**src/miu_ram.sv**
```systemverilog
// miu_ram: generic single-write, single-read ram with registered read
// no dependencies
`default_nettype none
module miu_ram #(
  parameter int WIDTH = 64,
  parameter int DEPTH = 32
) (
  input  wire logic                     clk,
  input  wire logic                     we,
  input  wire logic [$clog2(DEPTH)-1:0] waddr,
  input  wire logic [WIDTH-1:0]         wdata,
  input  wire logic                     re,
  input  wire logic [$clog2(DEPTH)-1:0] raddr,
  output logic      [WIDTH-1:0]         rdata
);
  logic [WIDTH-1:0] mem [DEPTH];

  always_ff @(posedge clk) begin
    if (we) begin
      mem[waddr] <= wdata;
    end
    if (re) begin
      rdata <= mem[raddr];
    end
  end
endmodule
`default_nettype wire
```
**config.mk**
```make
export PLATFORM = sky130hd
export DESIGN_NAME = miu_ram
export DESIGN_NICKNAME = d
export VERILOG_FILES = /design/src/miu_ram.sv
export SDC_FILE = /design/constraint.sdc
export NUM_CORES = 2
export LEC_CHECK = 0
export BUFFER_PORTS_ARGS = -buffer_cell sky130_fd_sc_hd__buf_2
export CORE_UTILIZATION = 40
export DETAILED_ROUTE_END_ITERATION = 10
export SETUP_SLACK_MARGIN = 0.3
export SYNTH_ARGS = -nofsm -noshare
export SYNTH_HDL_FRONTEND = slang
export SYNTH_SLANG_ARGS = --single-unit
```
**constraint.sdc**
```tcl
create_clock -name clk -period 11.4 [get_ports clk]
set_input_delay 1.71 -clock clk [delete_from_list [all_inputs] [get_ports clk]]
set_output_delay 1.71 -clock clk [all_outputs]
set_load 0.005 [all_outputs]
```
==> After elaboration in Yosys (flattened, before gate mapping) <==
Memory sizes are Yosys's and may differ from the RTL's. A register that Yosys moved wholly into a read port is not among the register bits.
Cells that the tools add are included.
{ "totals": {"input_bits": 77, "mem_bits_rw": 2048, "regBits": 0, "out_inout_bits": 64, "memories": 1} }
{ "mem_list": {"columns": ["memory", "depth", "word_bits", "read_ports", "rd_ports_with_merged_regs", "wr", "line", "rtl"], "rows": [
  ["mem", 32, 64, 1, 1, 1, "16", "logic [WIDTH-1:0] mem [DEPTH];"]
]} }
{ "op_classes": {"n_mux": 2} }
{ "op_table": {"columns": ["cell", "count"], "rows": [
  ["1-bit two-way mux", 2]
]} }

==> Longest topological paths before layout <==
{ "logic_depth": {"depth_word": 2, "depth_mapped": 9} }

==> Worst setup path after synthesis <==
Ideal clock, no wire load.
{ "synth_timing": {"kind": "input to register", "from": "input port waddr[1]", "to": "memory mem[12][0] (enable)", "cell_stages": 3, "setup_slack_ns": 5.868, "setup_ns": 0.486, "arrival_ns": 5.046, "path_buffers": 1, "cell_sequence": "or3b_2 -> clkbuf_1 -> nor2_1"} }
{ "synth_rtl": {"columns": ["item", "line", "rtl"], "rows": [
  ["start: declaration", "10", "input wire logic [$clog2(DEPTH)-1:0] waddr,"],
  ["end: declaration", "16", null]
]} }
Straight into the memory's write port.

==> flow_metrics.tcl <==
set metrics [dict create \
    drv_cap 0 \
    startpoint_type "input port" \
    path_clk_slew_ns 0.06 \
    rsz0062_at_grt "no" \
    slew_headroom_pct 24.68 \
    hold_end "rdata[46]$_DFFE_PP_" \
    grt_pass1_vias 35891 \
    finalHoldViolCount 0 \
    synth_common_cells "2112 x edfxtp_1, 602 x mux4_2, 74 x mux2_2, 65 x buf_2, 55 x clkbuf_1" \
    syn_to_final_growth_pct 13.22 \
    grtUsageTotal_pct 19.54 \
    cts_root_buffer "clkbuf_16" \
    min_path_type "register to register" \
    cellLeakagePower_nw 27.67 \
    antenna_found_initial 31 \
    syn_inst 3097 \
    post_cts_buffers 0 \
    cts_resized 0 \
    synth_edf_count 2112 \
    netlist.area_leader.share_pct 79.67 \
    hpwl_microns 93770 \
    ys_warn_count 0 \
    startpoint "raddr[2]" \
    syn_nets 3174 \
    finalSetupViolations 0 \
    cts.htree.levels 4 \
    clkLatencyLatePin_ns 0.83 \
    outcome "complete, no violations" \
    rrSetupSlack_ns 9.47 \
    final_cells 6184 \
    dp.cells 5807 \
    num_vias 35294 \
    yosysUniqueCellTypes 30 \
    tightest_slew_ns 1.130 \
    first_iter_violations 4547 \
    cts.sinks 2112 \
    finClkSkew_ns 0.02330 \
    antenna_left 0 \
    finalCritPeriodShare_pct 39.91 \
    routed_wl_microns 195000 \
    drt-wirelength-per-cell_microns 31.53 \
    worst_path_most_repeated_cell "mux4_2" \
    synth_most_common_cell "edfxtp_1" \
    worstPathArrival_ns 5.12 \
    fin_util_pct 45.66 \
    drtPass1Iterations 5 \
    via_per_inst 5.707 \
    slowest_delay_ns 0.74 \
    ff2ff_path_depth 3 \
    async_flop_share_pct 0 \
    fmax_ghz 0.2198 \
    setup_tns_ns 0 \
    synth_flop_cell "edfxtp_1" \
    final_max_slew_viol_count 0 \
    hp-start "mem[20][46]$_DFFE_PP_" \
    pre_cts_ws_ns 5.872 \
    powerDensity_nw_per_um2 175.7 \
    postCtsHoldBufs 0 \
    netlist_area_sq_um 79610 \
    start_util_pct 40.32 \
    worstPathCellList "buf_8 > buf_12 > buf_4 > mux4_2 > mux4_2 > mux2_2" \
    synth_area_leader_cell "edfxtp_1" \
    cp-end-kind "register" \
    die_y_microns 448.1 \
    fin_crit_ns 4.550 \
    ys_seq_elements 2112 \
    r2r_end "rdata[17]$_DFFE_PP_" \
    die_w_microns 448.1 \
    place_congestion 0.7133 \
    overflow 0 \
    nets 3445 \
    syn_avg_cell_area_sq_um 25.70 \
    ys_seq_area_share_pct 79.67 \
    drc 0 \
    ioPinCount 141 \
    grt_pass1_wl_microns 273600 \
    cts_buffers 199 \
    r2r_start "mem[21][17]$_DFFE_PP_" \
    worstHoldPathCells 4 \
    core_area_sq_um 197400 \
    worst-setup-path-type "input port to register" \
    core.rowCount 163 \
    synth.area.top_cells "edfxtp_1 80%, mux4_2 17%, mux2_2 1.0%" \
    cts_max_path_buffers 3 \
    slowest_stage "buf_12" \
    crit_required_ns 11.97 \
    grt_max_degree 128 \
    port_buffers 140 \
    dieArea_sq_um 200800 \
    fillers 16300 \
    cts_tree "yes" \
    drive_gt1_share_pct 33.90 \
    hold-worst-slack_ns 0.9000 \
    fin_ws_ns 6.850 \
    ir_drop_mv 0.1570 \
    cp_max_fo 127 \
]
==> area by class of cell <==
type | count | area (sq um) | share of cell area (%)
Tap cell | 2640 | 3303 | 3.665
Timing Repair Buffer | 226 | 1454 | 1.613
Sequential cell | 2112 | 63420 | 70.36
Inverter | 1 | 3.754 | 0.004165
Multi-Input combinational cell | 828 | 15680 | 17.40
Antenna cell | 10 | 25.02 | 0.02776
Clock inverter | 116 | 944.7 | 1.048
Clock buffer | 251 | 5303 | 5.883
==> critical path: cells and delay by family <==
| family | cells | cell delay [ns] |
|---|---|---|
| mux | 3 | 1.15 |
| buf+inv | 3 | 1.97 |
==> per-layer routing <==
metal	GRT usage, %	share of wire, %
met5	0	0.061
met2	32.10	50
met4	4.821	2.0
met3	3.365	6.9
met1	27.21	41
==> kinds of logic after synthesis <==
logic type	share of synthesized area, %
flops	79.67
simple gates	0.3757
mux	18.56
compound gates	0.4621
buf+inv	0.9368
==> worst max-delay path by stage <==
stage,slack (ns),end
floorplan,5.87,mem[12][0]$_DFFE_PP_
global placement,5.88,rdata[59]$_DFFE_PP_
detailed placement,5.87,rdata[59]$_DFFE_PP_
CTS,6.77,rdata[59]$_DFFE_PP_
global route,6.57,rdata[59]$_DFFE_PP_
finish,6.85,rdata[59]$_DFFE_PP_
==> sequential cells by signal, summed over array words and instances (netlist names) <==
name / flops
mem: 2048
rdata: 64
==> cell usage in the layout (no fill, tap or decap), types with 3 or more instances in the layout <==
| cell | netlist | layout |
|---|---|---|
| a221oi_1 | 12 | 12 |
| o31a_1 | 3 | 3 |
| a211oi_1 | 3 | 3 |
| buf_4 | 14 | 82 |
| mux4_2 | 602 | 602 |
| nand3b_1 | 5 | 5 |
| o2bb2ai_1 | 3 | 3 |
| inv_6 | 0 | 5 |
| clkinvlp_4 | 0 | 6 |
| and2_1 | 3 | 3 |
| o21ai_0 | 9 | 9 |
| clkinv_2 | 0 | 27 |
| bufinv_16 | 0 | 14 |
| clkbuf_1 | 55 | 46 |
| mux2i_1 | 38 | 38 |
| nor2_1 | 41 | 9 |
| clkinv_1 | 0 | 60 |
| buf_2 | 65 | 134 |
| mux2_2 | 74 | 74 |
| buf_8 | 0 | 3 |
| a22oi_1 | 3 | 3 |
| edfxtp_1 | 2112 | 2112 |
| buf_12 | 0 | 5 |
| clkbuf_16 | 0 | 205 |
| nand2_1 | 3 | 3 |
| o211ai_1 | 3 | 3 |
| nor2b_1 | 4 | 4 |
| nor2_4 | 0 | 32 |
| o22ai_1 | 10 | 10 |
| o221ai_1 | 3 | 3 |
| diode_2 | 0 | 10 |
==> metrics by stage <==
| stage | total power [W] | area [sq um] |
|---|---|---|
| after floorplan | 0.009292 | 79610 |
| after global routing | 0.01630 | 90120 |
| after detailed placement | 0.009606 | 83860 |
| after global placement | 0.009593 | 83860 |
| final | 0.01584 | 90130 |
| after CTS | 0.01597 | 90110 |
==> where the power goes <==
| group | total [W] | switching, W | internal, W |
|---|---|---|---|
| sequential | 0.00870 | 0.0000370 | 0.00867 |
| combinational | 0.000719 | 0.000407 | 0.000312 |
| clock | 0.00641 | 0.00282 | 0.00360 |
| total | 0.0158 | 0.00326 | 0.0126 |
No activity file was read; power rests on OpenSTA's default activity.
